File: config.mk
export PLATFORM = sky130hd
export DESIGN_NAME = primitive_assembler_core_flat
export DESIGN_NICKNAME = d
export VERILOG_FILES = /design/src/sv/pa_pkg.sv /design/src/sv/pa_if.sv /design/src/sv/pa_ram.sv /design/src/sv/primitive_assembler_core.sv /design/src/flat_wrapper.sv
export SDC_FILE = /design/constraint.sdc
export NUM_CORES = 2
export LEC_CHECK = 0
export ABC_AREA = 1
export ABC_CLOCK_PERIOD_IN_PS = 22300
export BUFFER_PORTS_ARGS = -buffer_cell sky130_fd_sc_hd__buf_2
export CAP_MARGIN = 20
export CORE_MARGIN = 8
export CORE_UTILIZATION = 50
export DETAILED_ROUTE_END_ITERATION = 10
export HOLD_SLACK_MARGIN = 0.02
export PLACE_DENSITY = 0.67
export SETUP_SLACK_MARGIN = 0.02
export SKIP_CTS_REPAIR_TIMING = 1
export SLEW_MARGIN = 20
export SYNTH_ARGS = -nofsm -noshare
export SYNTH_HDL_FRONTEND = slang
export SYNTH_SLANG_ARGS = --single-unit
File: constraint.sdc
create_clock -name clock -period 22.3 [get_ports clock]
set_input_delay 1.115 -clock clock [delete_from_list [all_inputs] [get_ports clock]]
set_output_delay 1.115 -clock clock [all_outputs]
set_load 0.03 [all_outputs]
File: src/sv/pa_pkg.sv
// shared types and constants for the primitive assembler
package pa_pkg;
   localparam int SLOTS = 8;
   localparam int SLOT_W = 3;
   localparam int ATTR_W = 192;

   typedef enum logic [1:0] {
      OP_BEGIN  = 2'd0,
      OP_VERTEX = 2'd1,
      OP_SUBMIT = 2'd2,
      OP_NONE   = 2'd3
   } opcode_type;

   localparam logic [3:0] MODE_POINTS    = 4'd0;
   localparam logic [3:0] MODE_LINES     = 4'd1;
   localparam logic [3:0] MODE_LOOP      = 4'd2;
   localparam logic [3:0] MODE_STRIP     = 4'd3;
   localparam logic [3:0] MODE_TRIS      = 4'd4;
   localparam logic [3:0] MODE_TRISTRIP  = 4'd5;
   localparam logic [3:0] MODE_FAN       = 4'd6;
   localparam logic [3:0] MODE_QUADSTRIP = 4'd7;
   localparam logic [3:0] MODE_QUADS     = 4'd8;
   localparam logic [3:0] MODE_POLYGON   = 4'd9;

   localparam logic [1:0] KIND_POINT = 2'd0;
   localparam logic [1:0] KIND_LINE  = 2'd1;
   localparam logic [1:0] KIND_FACET = 2'd2;

   localparam logic [1:0] CSR_FRONT_CW     = 2'd0;
   localparam logic [1:0] CSR_RENDER_FRONT = 2'd1;
   localparam logic [1:0] CSR_RENDER_BACK  = 2'd2;

   typedef struct packed {
      logic [1:0] opcode;
      logic [3:0] draw_mode;
      logic [31:0] vertex_x;
      logic [31:0] vertex_y;
      logic [31:0] vertex_depth;
      logic [31:0] vertex_color;
      logic [31:0] tex_u;
      logic [31:0] tex_v;
   } req_type;

   typedef struct packed {
      logic [1:0] prim_kind;
      logic [1:0] cull_bits;
      logic [2:0] colorer_slot;
      logic [31:0] out_x;
      logic [31:0] out_y;
      logic [31:0] out_depth;
      logic [31:0] out_color;
      logic [31:0] out_u;
      logic [31:0] out_v;
      logic [2:0] reuse_mark;
      logic last;
   } rsp_type;

   // emit job handed from the sequencer to the emitter
   typedef struct packed {
      logic start;
      logic [1:0] kind;
      logic [1:0] cull;
      logic [2:0] colorer;
      logic [3:0] count;
   } emit_type;
endpackage

File: src/sv/pa_if.sv
// valid/ready channel interfaces
interface pa_req_if;
   import pa_pkg::*;
   logic valid;
   logic ready;
   req_type data;
   modport source (output valid, output data, input ready);
   modport sink (input valid, input data, output ready);
endinterface

interface pa_rsp_if;
   import pa_pkg::*;
   logic valid;
   logic ready;
   rsp_type data;
   modport source (output valid, output data, input ready);
   modport sink (input valid, input data, output ready);
endinterface

File: src/sv/pa_ram.sv
// generic ram, one write port, registered read
module pa_ram #(
   parameter int WIDTH = 8,
   parameter int DEPTH = 8
) (
   input  logic clock,
   input  logic wr_en,
   input  logic [$clog2(DEPTH)-1:0] wr_addr,
   input  logic [WIDTH-1:0] wr_data,
   input  logic [$clog2(DEPTH)-1:0] rd_addr,
   output logic [WIDTH-1:0] rd_data
);
   logic [WIDTH-1:0] mem_ff [DEPTH];

   always_ff @(posedge clock) begin
      if (wr_en) begin
         mem_ff[wr_addr] <= wr_data;
      end
      rd_data <= mem_ff[rd_addr];
   end
endmodule

File: src/sv/primitive_assembler_core.sv
// primitive assembler top level: sequencer, slot store and vertex emitter
//
// channel  dir  handshake        payload
// req      in   valid/ready      opcode, draw_mode, vertex attributes
// rsp      out  valid/ready      one emitted vertex per item
// csr      in   csr_write        index, 1 bit data
//
// an item that completes a primitive of n vertices does one slot ram read per vertex
// plus the handoff to the output register
// a polygon split then copies the last slot into slot 1 (ST_COPY_RD, then ST_COPY_WR)
// ready is low while a primitive is read out or a slot is copied; rsp stalls hold the read-out
// reset is synchronous, clears mode, slot, phase, marks and the control registers, and sets both render switches
module primitive_assembler_core
   import pa_pkg::*;
(
   input  logic clock,
   input  logic reset,
   pa_req_if.sink req,
   pa_rsp_if.source rsp,
   input  logic csr_write,
   input  logic [1:0] csr_index,
   input  logic [0:0] csr_data
);
   typedef enum logic [2:0] {
      ST_IDLE,
      ST_READ,
      ST_EMIT,
      ST_COPY_RD,
      ST_COPY_WR
   } state_type;

   state_type state_ff;
   logic front_cw_ff, render_front_ff, render_back_ff;
   logic [3:0] mode_ff;
   logic [2:0] wslot_ff, phase_ff;
   logic [2:0] mark_ff [SLOTS];
   logic [3:0] idx_ff;
   emit_type job_ff;
   logic copy_after_ff;
   logic [2:0] rslot_ff;
   logic rvalid_ff;
   rsp_type out_ff;
   logic out_valid_ff;

   logic ram_we;
   logic [2:0] ram_wa, ram_ra;
   logic [ATTR_W-1:0] ram_wd, ram_rd;

   pa_ram #(.WIDTH(ATTR_W), .DEPTH(SLOTS)) u_ram (
      .clock(clock), .wr_en(ram_we), .wr_addr(ram_wa), .wr_data(ram_wd),
      .rd_addr(ram_ra), .rd_data(ram_rd)
   );

   logic acc;
   assign req.ready = (state_ff == ST_IDLE);
   assign acc = req.valid && req.ready;

   // facet cull bits from winding and render switches
   function automatic logic [1:0] cull_of(input logic inv, input logic fcw,
                                          input logic rf, input logic rb);
      logic cw, ncw;
      logic [1:0] c;
      cw = ~(fcw ^ inv);
      ncw = ~cw;
      c = 2'd0;
      if (!rf) c = c | (ncw ? 2'd2 : 2'd1);
      if (!rb) c = c | (ncw ? 2'd1 : 2'd2);
      return c;
   endfunction

   // vertex step decisions
   logic [2:0] v, c_ph, nws;
   logic emit;
   logic [1:0] e_kind, e_cull;
   logic [2:0] e_col;
   logic [3:0] e_cnt;
   logic e_inv, is_facet, do_copy, mset0_en, mset1_en;
   logic [2:0] mset0_idx, mset1_idx, mset_val;
   logic [2:0] ph_final;

   always_comb begin
      v = wslot_ff;
      c_ph = (phase_ff >= 3'd7) ? 3'd4 : phase_ff + 3'd1;
      nws = wslot_ff;
      emit = 1'b0;
      is_facet = 1'b0;
      e_kind = KIND_POINT;
      e_inv = 1'b0;
      e_col = 3'd0;
      e_cnt = 4'd0;
      do_copy = 1'b0;
      mset0_en = 1'b0;
      mset1_en = 1'b0;
      mset0_idx = 3'd0;
      mset1_idx = 3'd0;
      mset_val = 3'd0;
      ph_final = c_ph;
      case (mode_ff)
         MODE_POINTS: begin
            emit = 1'b1; e_cnt = 4'd1; nws = 3'd0;
         end
         MODE_LOOP, MODE_STRIP: begin
            if (c_ph > 3'd2) begin
               mset0_en = 1'b1; mset0_idx = (v == 3'd0) ? 3'd1 : 3'd0; mset_val = 3'd1;
            end
            if (c_ph > 3'd1) begin
               emit = 1'b1; e_kind = KIND_LINE; e_cnt = 4'd2;
            end
            nws = (v == 3'd0) ? 3'd1 : 3'd0;
         end
         MODE_LINES: begin
            nws = (v == 3'd0) ? 3'd1 : 3'd0;
            if (v != 3'd0) begin
               emit = 1'b1; e_kind = KIND_LINE; e_cnt = 4'd2;
            end
         end
         MODE_POLYGON: begin
            nws = v + 3'd1;
            if (v == 3'(SLOTS - 1)) begin
               emit = 1'b1; is_facet = 1'b1; e_cnt = 4'(SLOTS);
               do_copy = 1'b1; nws = 3'd2; ph_final = 3'd2;
            end
         end
         MODE_TRISTRIP, MODE_FAN: begin
            nws = v + 3'd1;
            if (c_ph >= 3'd3) begin
               if (c_ph > 3'd3) begin
                  mset0_en = 1'b1; mset1_en = 1'b1; mset_val = 3'd3;
                  mset0_idx = (v == 3'd2) ? 3'd0 : v + 3'd1;
                  mset1_idx = (v == 3'd0) ? 3'd2 : v - 3'd1;
               end
               emit = 1'b1; is_facet = 1'b1; e_cnt = 4'd3;
               e_inv = ~c_ph[0]; e_col = v;
               if (v >= 3'd2) nws = (mode_ff == MODE_TRISTRIP) ? 3'd0 : 3'd1;
            end
         end
         MODE_TRIS: begin
            if (v >= 3'd2) begin
               emit = 1'b1; is_facet = 1'b1; e_cnt = 4'd3; e_col = v; nws = 3'd0;
            end else nws = v + 3'd1;
         end
         MODE_QUADS: begin
            if (v >= 3'd3) begin
               emit = 1'b1; is_facet = 1'b1; e_cnt = 4'd4; e_col = v; nws = 3'd0;
            end else nws = v + 3'd1;
         end
         MODE_QUADSTRIP: begin
            if (c_ph == 3'd1) nws = 3'd1;
            else if (c_ph == 3'd2) nws = 3'd3;
            else if (c_ph == 3'd3) nws = 3'd2;
            else if (c_ph == 3'd4 && mark_ff[1] == 3'd0) begin
               emit = 1'b1; is_facet = 1'b1; e_cnt = 4'd4; e_col = v; nws = 3'd0;
            end else begin
               mset0_en = 1'b1; mset_val = 3'd4;
               mset0_idx = {1'b0, 2'(v[1:0] + 2'd2)};
               if (!c_ph[0]) begin
                  emit = 1'b1; is_facet = 1'b1; e_cnt = 4'd4; e_col = v;
                  e_inv = c_ph[1];
                  nws = {1'b0, 2'(v[1:0] + 2'd2)};
               end else nws = (v == 3'd0) ? 3'd1 : 3'd2;
            end
         end
         default: begin
            nws = wslot_ff;
         end
      endcase
      e_cull = is_facet ? cull_of(e_inv, front_cw_ff, render_front_ff, render_back_ff)
                        : 2'd0;
      if (is_facet) e_kind = KIND_FACET;
      if (is_facet && e_cull == 2'd3) emit = 1'b0;
   end

   logic sub_emit;
   logic [1:0] sub_cull;
   assign sub_cull = cull_of(1'b0, front_cw_ff, render_front_ff, render_back_ff);
   assign sub_emit = (mode_ff == MODE_POLYGON) && (wslot_ff > 3'd2) && (sub_cull != 2'd3);

   logic out_free;
   assign out_free = !out_valid_ff || rsp.ready;

   logic fire;
   assign fire = rvalid_ff && out_free;

   always_comb begin
      ram_we = 1'b0;
      ram_wa = wslot_ff;
      ram_wd = {req.data.vertex_x, req.data.vertex_y, req.data.vertex_depth,
                req.data.vertex_color, req.data.tex_u, req.data.tex_v};
      ram_ra = idx_ff[2:0];
      // a stalled vertex keeps its slot on the read port
      if (rvalid_ff && !fire) ram_ra = rslot_ff;
      if (acc && req.data.opcode == OP_VERTEX) begin
         ram_we = 1'b1;
      end else if (state_ff == ST_COPY_WR) begin
         ram_we = 1'b1; ram_wa = 3'd1; ram_wd = ram_rd;
      end
      if (state_ff == ST_COPY_RD || state_ff == ST_COPY_WR) ram_ra = 3'(SLOTS - 1);
   end

   always_ff @(posedge clock) begin
      if (reset) begin
         state_ff <= ST_IDLE;
         front_cw_ff <= 1'b0;
         render_front_ff <= 1'b1;
         render_back_ff <= 1'b1;
         mode_ff <= '0;
         wslot_ff <= '0;
         phase_ff <= '0;
         for (int i = 0; i < SLOTS; i++) mark_ff[i] <= '0;
         idx_ff <= '0;
         job_ff <= '0;
         copy_after_ff <= 1'b0;
         rvalid_ff <= 1'b0;
         out_valid_ff <= 1'b0;
      end else begin
         if (csr_write) begin
            case (csr_index)
               CSR_FRONT_CW: front_cw_ff <= csr_data[0];
               CSR_RENDER_FRONT: render_front_ff <= csr_data[0];
               CSR_RENDER_BACK: render_back_ff <= csr_data[0];
               default: ;
            endcase
         end
         if (fire) out_valid_ff <= 1'b1;
         else if (rsp.ready) out_valid_ff <= 1'b0;
         case (state_ff)
            ST_IDLE: begin
               if (acc) begin
                  case (req.data.opcode)
                     OP_BEGIN: begin
                        mode_ff <= req.data.draw_mode;
                        wslot_ff <= '0;
                        phase_ff <= '0;
                     end
                     OP_SUBMIT: begin
                        if (sub_emit) begin
                           job_ff <= '{1'b1, KIND_FACET, sub_cull, 3'd0, {1'b0, wslot_ff}};
                           copy_after_ff <= 1'b0;
                           idx_ff <= '0;
                           state_ff <= ST_READ;
                        end
                     end
                     OP_VERTEX: begin
                        mark_ff[v] <= 3'd0;
                        if (mset0_en) mark_ff[mset0_idx] <= mset_val;
                        if (mset1_en) mark_ff[mset1_idx] <= mset_val;
                        phase_ff <= ph_final;
                        wslot_ff <= nws;
                        copy_after_ff <= do_copy;
                        idx_ff <= '0;
                        job_ff <= '{emit, e_kind, e_cull, e_col, e_cnt};
                        if (emit) state_ff <= ST_READ;
                        else if (do_copy) state_ff <= ST_COPY_RD;
                     end
                     default: ;
                  endcase
               end
            end
            ST_READ: begin
               // ram is read at idx_ff; data lands next cycle
               if (!rvalid_ff || fire) begin
                  rvalid_ff <= 1'b1;
                  rslot_ff <= idx_ff[2:0];
                  idx_ff <= idx_ff + 4'd1;
                  if (idx_ff + 4'd1 == job_ff.count) state_ff <= ST_EMIT;
               end
            end
            ST_EMIT: begin
               if (fire) begin
                  rvalid_ff <= 1'b0;
                  state_ff <= copy_after_ff ? ST_COPY_RD : ST_IDLE;
               end
            end
            ST_COPY_RD: state_ff <= ST_COPY_WR;
            ST_COPY_WR: begin
               mark_ff[1] <= mark_ff[SLOTS - 1];
               state_ff <= ST_IDLE;
            end
            default: state_ff <= ST_IDLE;
         endcase
      end
   end

   // read data is held in the ram register until fire, since ra only moves on fire
   always_ff @(posedge clock) begin
      if (fire) begin
         out_ff.prim_kind <= job_ff.kind;
         out_ff.cull_bits <= job_ff.cull;
         out_ff.colorer_slot <= job_ff.colorer;
         {out_ff.out_x, out_ff.out_y, out_ff.out_depth, out_ff.out_color,
          out_ff.out_u, out_ff.out_v} <= ram_rd;
         out_ff.reuse_mark <= mark_ff[rslot_ff];
         out_ff.last <= ({1'b0, rslot_ff} + 4'd1 == job_ff.count);
      end
   end

   assign rsp.valid = out_valid_ff;
   assign rsp.data = out_ff;

   assert property (@(posedge clock) disable iff (reset)
      state_ff != ST_IDLE |-> !req.ready)
      else $error("ready high while busy");
   assert property (@(posedge clock) disable iff (reset)
      (rsp.valid && !rsp.ready) |=> $stable(rsp.data))
      else $error("result changed while stalled");
   assert property (@(posedge clock) disable iff (reset)
      (state_ff == ST_READ || state_ff == ST_EMIT) |-> job_ff.count != 4'd0)
      else $error("emit with no vertices");
endmodule
File: src/flat_wrapper.sv
// flat-port wrapper written by rule: the top's interface ports become plain ports
module primitive_assembler_core_flat import pa_pkg::*;
  (clock, reset, csr_write, csr_index, csr_data, req_valid, req_data, req_ready, rsp_valid, rsp_data, rsp_ready);
  pa_req_if req_i ();
  pa_rsp_if rsp_i ();
  input  logic clock;
  input  logic reset;
  input  logic csr_write;
  input  logic [1:0] csr_index;
  input  logic [0:0] csr_data;
  input wire logic [$bits(req_i.valid)-1:0] req_valid;
  input wire logic [$bits(req_i.data)-1:0] req_data;
  output wire logic [$bits(req_i.ready)-1:0] req_ready;
  output wire logic [$bits(rsp_i.valid)-1:0] rsp_valid;
  output wire logic [$bits(rsp_i.data)-1:0] rsp_data;
  input wire logic [$bits(rsp_i.ready)-1:0] rsp_ready;
  assign req_i.valid = req_valid;
  assign req_i.data = req_data;
  assign req_ready = req_i.ready;
  assign rsp_valid = rsp_i.valid;
  assign rsp_data = rsp_i.data;
  assign rsp_i.ready = rsp_ready;
  primitive_assembler_core u_core (.clock(clock), .reset(reset), .req(req_i), .rsp(rsp_i), .csr_write(csr_write), .csr_index(csr_index), .csr_data(csr_data));
endmodule
==> impl_metrics.prom <==
# TYPE chip_impl_metric gauge
chip_impl_info{name="post-synth-top-area-cell",value="edfxtp_1"} 1
chip_impl_metric{name="grt_overflow_total",unit=""} 0
chip_impl_metric{name="number_of_storage_elements_in_the_synthesis_netlist",unit=""} 1992
chip_impl_info{name="dominantRegCellSynth",value="edfxtp_1"} 1
chip_impl_info{name="worst_r2r_startpoint",value="u_core.state_ff[0]$_SDFFE_PP0P_"} 1
chip_impl_metric{name="timing.final.setup_violations",unit=""} 0
chip_impl_metric{name="fin_crit",unit="ns"} 5.82
chip_impl_info{name="critical_path.startpoint",value="u_core.state_ff[0]$_SDFFE_PP0P_"} 1
chip_impl_info{name="crit_path_cell_chain",value="nor2_1 -> inv_2 -> nor2_8 -> nor2_4 -> nand3_4 -> buf_4 -> buf_4 -> buf_4 -> buf_4 -> o21ai_0 -> o22ai_1 -> inv_1 -> o21ai_1"} 1
chip_impl_metric{name="cts_max_level",unit=""} 4
chip_impl_metric{name="groute.layer.met2.usage",unit="%"} 34.2
chip_impl_metric{name="timing.final.crit_share",unit="%"} 26.1
chip_impl_info{name="cts_tree",value="built"} 1
chip_impl_info{name="outcome",value="completed"} 1
chip_impl_metric{name="gp_congestion",unit=""} 0.871
chip_impl_metric{name="number_of_antenna_violations_at_the_first_check_in_global_routing",unit=""} 13
chip_impl_metric{name="groute.layer.met1.usage",unit="%"} 29.6
chip_impl_metric{name="place.port_buffers",unit=""} 410
chip_impl_metric{name="syn-instance-count",unit=""} 5910
chip_impl_metric{name="drt_pre_antenna_iters",unit=""} 6
chip_impl_metric{name="place.detailed.hpwl",unit="mm"} 92.0
chip_impl_metric{name="cts-buffers-inserted",unit=""} 195
chip_impl_metric{name="power.density_cell_area",unit="nW/um^2"} 113
chip_impl_metric{name="critical_path_arrival",unit="ns"} 6.55
chip_impl_metric{name="number_of_nets_in_the_layout",unit=""} 6454
chip_impl_info{name="min_path_type",value="flip-flop to flip-flop"} 1
chip_impl_metric{name="drv.max_cap_violation_count",unit=""} 0
chip_impl_metric{name="syn_to_final_growth",unit="%"} 13.6
chip_impl_metric{name="fillCellCount",unit=""} 11859
chip_impl_metric{name="fin_tns_setup",unit="ns"} 0
chip_impl_metric{name="routed_wire_length_per_instance",unit="um"} 21.3
chip_impl_metric{name="footprint_of_the_multi_input_gates",unit="um^2"} 15200
chip_impl_metric{name="timing.final.ws_setup",unit="ns"} 16.48
chip_impl_metric{name="clock_latency",unit="ns"} 0.81
chip_impl_metric{name="pin_count",unit=""} 411
chip_impl_info{name="critical_path.slowest_cell",value="buf_4"} 1
chip_impl_metric{name="worst-path-max-fanout",unit=""} 98
chip_impl_metric{name="finalClockSkew",unit="ns"} 0.0428
chip_impl_info{name="critPathCaptureType",value="flip-flop"} 1
chip_impl_metric{name="numClockSinks",unit=""} 1992
chip_impl_metric{name="dieWidth",unit="um"} 404
chip_impl_metric{name="grtUsageMet3",unit="%"} 3.65
chip_impl_metric{name="clk_pin_slew",unit="ns"} 0.06
chip_impl_metric{name="worstPathRequired",unit="ns"} 23.03
chip_impl_metric{name="routed_vias_inst",unit=""} 5.58
chip_impl_metric{name="layout-drive-gt1-share",unit="%"} 12.3
chip_impl_metric{name="synth.distinct_cells",unit=""} 41
chip_impl_metric{name="sequential_cell_area",unit="um^2"} 57600
chip_impl_metric{name="count_of_flip_flops_with_a_built_in_enable_after_synthesis",unit=""} 1766
chip_impl_metric{name="grt_pass1_vias",unit=""} 45825
chip_impl_metric{name="r2r_slack",unit="ns"} 16.48
chip_impl_metric{name="grt_max_degree",unit=""} 215
chip_impl_info{name="criticalPathCategory",value="flip-flop to flip-flop"} 1
chip_impl_info{name="cpMostUsedCell",value="buf_4"} 1
chip_impl_info{name="cpLargestDelayFamily",value="buffers and inverters"} 1
chip_impl_metric{name="floorplan.initialDensity",unit="%"} 50.3
chip_impl_metric{name="finalWirelength",unit="mm"} 179
chip_impl_metric{name="power.static_leakage",unit="nW"} 30.2
chip_impl_metric{name="slew-limit-headroom",unit="%"} 25.0
chip_impl_metric{name="syn_area",unit="um^2"} 75100
chip_impl_metric{name="detailedRoute.firstIterationViolations",unit=""} 4681
chip_impl_info{name="timing.hold.worst.start",value="u_core.u_ram.rd_data[187]$_DFF_P_"} 1
chip_impl_metric{name="ys_warn_count",unit=""} 0
chip_impl_metric{name="final-max-slew-violation-count",unit=""} 0
chip_impl_metric{name="coreArea",unit="um^2"} 149000
chip_impl_metric{name="postSynth.asyncResetShare",unit="%"} 0
chip_impl_metric{name="worstMarginPinSlew",unit="ns"} 1.13
chip_impl_metric{name="syn-mean-instance-area",unit="um^2"} 12.7
chip_impl_info{name="global_route_hottest_layer",value="met2"} 1
chip_impl_metric{name="first_pass_grt_wire_length",unit="mm"} 272
chip_impl_metric{name="floorplan.die_area",unit="um^2"} 163000
chip_impl_metric{name="ir_drop",unit="V"} 0.0000897
chip_impl_metric{name="clock_path_buffers",unit=""} 3
chip_impl_metric{name="vias",unit=""} 46950
chip_impl_metric{name="crit_path_max_incr_delay",unit="ns"} 0.88
chip_impl_metric{name="final-hold-violation-count",unit=""} 0
chip_impl_metric{name="dp_worst_setup_slack",unit="ns"} 15.72
chip_impl_metric{name="globalRouteTotalUtil",unit="%"} 21.3
chip_impl_info{name="clock-root-buffer",value="clkbuf_16"} 1
chip_impl_metric{name="chipHeight",unit="um"} 404
chip_impl_metric{name="synth_seq_area_share",unit="%"} 76.6
chip_impl_info{name="setup.worst_path.start_class",value="flip-flop"} 1
chip_impl_metric{name="timing.fmax",unit="MHz"} 172
chip_impl_metric{name="netlist.area_leader.share",unit="%"} 70.6
chip_impl_metric{name="route.antenna.remaining_nets",unit=""} 0
chip_impl_info{name="ys_top_cells_by_area",value="edfxtp_1, dfxtp_1, nand2_1"} 1
chip_impl_info{name="yosys-top-cells-count",value="edfxtp_1, nand2_1, nor2_1, o21ai_0, o22ai_1"} 1
chip_impl_metric{name="drcViolationCount",unit=""} 0
chip_impl_info{name="synth_most_common_cell",value="edfxtp_1"} 1
chip_impl_metric{name="std_cell_rows",unit=""} 142
chip_impl_metric{name="cp.buffers_inverters",unit=""} 6
chip_impl_info{name="rsz_0062_raised_after_global_routing",value="no"} 1
[metrics by stage]
| stage | instances | util [%] | hold WS, ns | cell area, um^2 | power, W |
|---|---|---|---|---|---|
| 2_1_floorplan | 5913 | - | 0.403 | 75100 | 0.00596 |
| 3_3_place_gp | 8047 | 52.8 | 0.412 | 78900 | 0.00645 |
| 5_1_grt | 8419 | 57.1 | 0.429 | 85300 | 0.0101 |
| 4_1_cts | 8411 | 57.0 | 0.411 | 85200 | 0.00971 |
| 6_report | 8420 | 57.1 | 0.416 | 85300 | 0.00965 |
| 3_5_place_dp | 8047 | 52.8 | 0.414 | 78900 | 0.00649 |
[flip-flops by register name, indices dropped and copies added, names as in the netlist]
signal	cells
u_core.rsp.data	203
u_core.copy_after_ff	1
u_core.mark_ff	24
u_core.u_ram.rd_data	192
u_core.rsp.valid	1
u_core.state_ff	3
u_core.idx_ff	4
u_core.job_ff	11
u_core.render_back_ff	1
u_core.mode_ff	4
u_core.render_front_ff	1
u_core.v	3
u_core.u_ram.mem_ff	1536
u_core.front_cw_ff	1
u_core.phase_ff	3
u_core.rslot_ff	3
u_core.rvalid_ff	1
[kinds of logic (layout without fill, tap and decap cells)]
logic type,count (synthesis),after routing,share of synthesized area [%]
adders and majority gates,17,17,0.283
and+or+nand+nor,1823,1823,9.34
buffers and inverters,619,1104,3.26
other,1,10,0.00499
DFF,1992,1992,76.6
AOI/OAI and AO/OA,1452,1452,10.4
xor gates and xnor gates,6,6,0.0700
[power by group]
part           internal, W  switching, W  total, W  leakage, nW
Clock              0.00185       0.00137   0.00322         3.07
Combinational     0.000480       0.00129   0.00177         9.28
Sequential         0.00447      0.000193   0.00467         17.9
Total              0.00680       0.00285   0.00965         30.2
[cells in the final DEF (no fill, tap or decap), types with 6 or more instances in the layout]
| master | count |
|---|---|
| bufinv_16 | 15 |
| a21oi_1 | 45 |
| buf_2 | 410 |
| clkinv_2 | 34 |
| nand4_1 | 8 |
| buf_4 | 50 |
| inv_1 | 251 |
| nand3_1 | 39 |
| ha_1 | 17 |
| dfxtp_1 | 226 |
| edfxtp_1 | 1766 |
| inv_2 | 11 |
| nor3_1 | 13 |
| buf_12 | 8 |
| nand2_1 | 879 |
| clkinv_1 | 28 |
| diode_2 | 6 |
| o22ai_1 | 388 |
| nor2_1 | 858 |
| clkbuf_1 | 59 |
| o21ai_0 | 613 |
| clkbuf_8 | 13 |
| nor2_4 | 10 |
| o21ai_1 | 382 |
| clkinvlp_4 | 7 |
| clkbuf_16 | 196 |
[final cells by class]
class | instances | area share, %
Sequential cell | 1992 | 67.5
Inverter | 268 | 1.22
Tap cell | 2016 | 2.96
Antenna cell | 6 | 0.0176
Multi-Input combinational cell | 3302 | 17.8
Clock buffer | 268 | 6.22
Clock inverter | 96 | 1.18
Timing Repair Buffer | 472 | 3.14
[routing by layer]
metal,part of all wire [%],up-vias
li1,-,21774
met1,43,23088
met2,47,1796
met3,7.3,288
met4,2.8,4
met5,0.015,-
[final timing paths]
path,end,cells after the start
max reg2reg,u_core.u_ram.rd_data[77]$_DFF_P_,13
min reg2reg,u_core.rsp.data[191]$_DFFE_PP_,0
max,u_core.u_ram.rd_data[77]$_DFF_P_,13
min,u_core.rsp.data[191]$_DFFE_PP_,0
[worst reg2reg max path, cell delays in order (launching register included)]
cell	delay [ns]
dfxtp_1	0.36
nor2_1	0.15
inv_2	0.09
nor2_8	0.60
nor2_4	0.08
nand3_4	0.47
buf_4	0.74
buf_4	0.91
buf_4	0.90
buf_4	0.77
o21ai_0	0.27
o22ai_1	0.22
inv_1	0.05
o21ai_1	0.13
(Power assumes the default switching activity.)
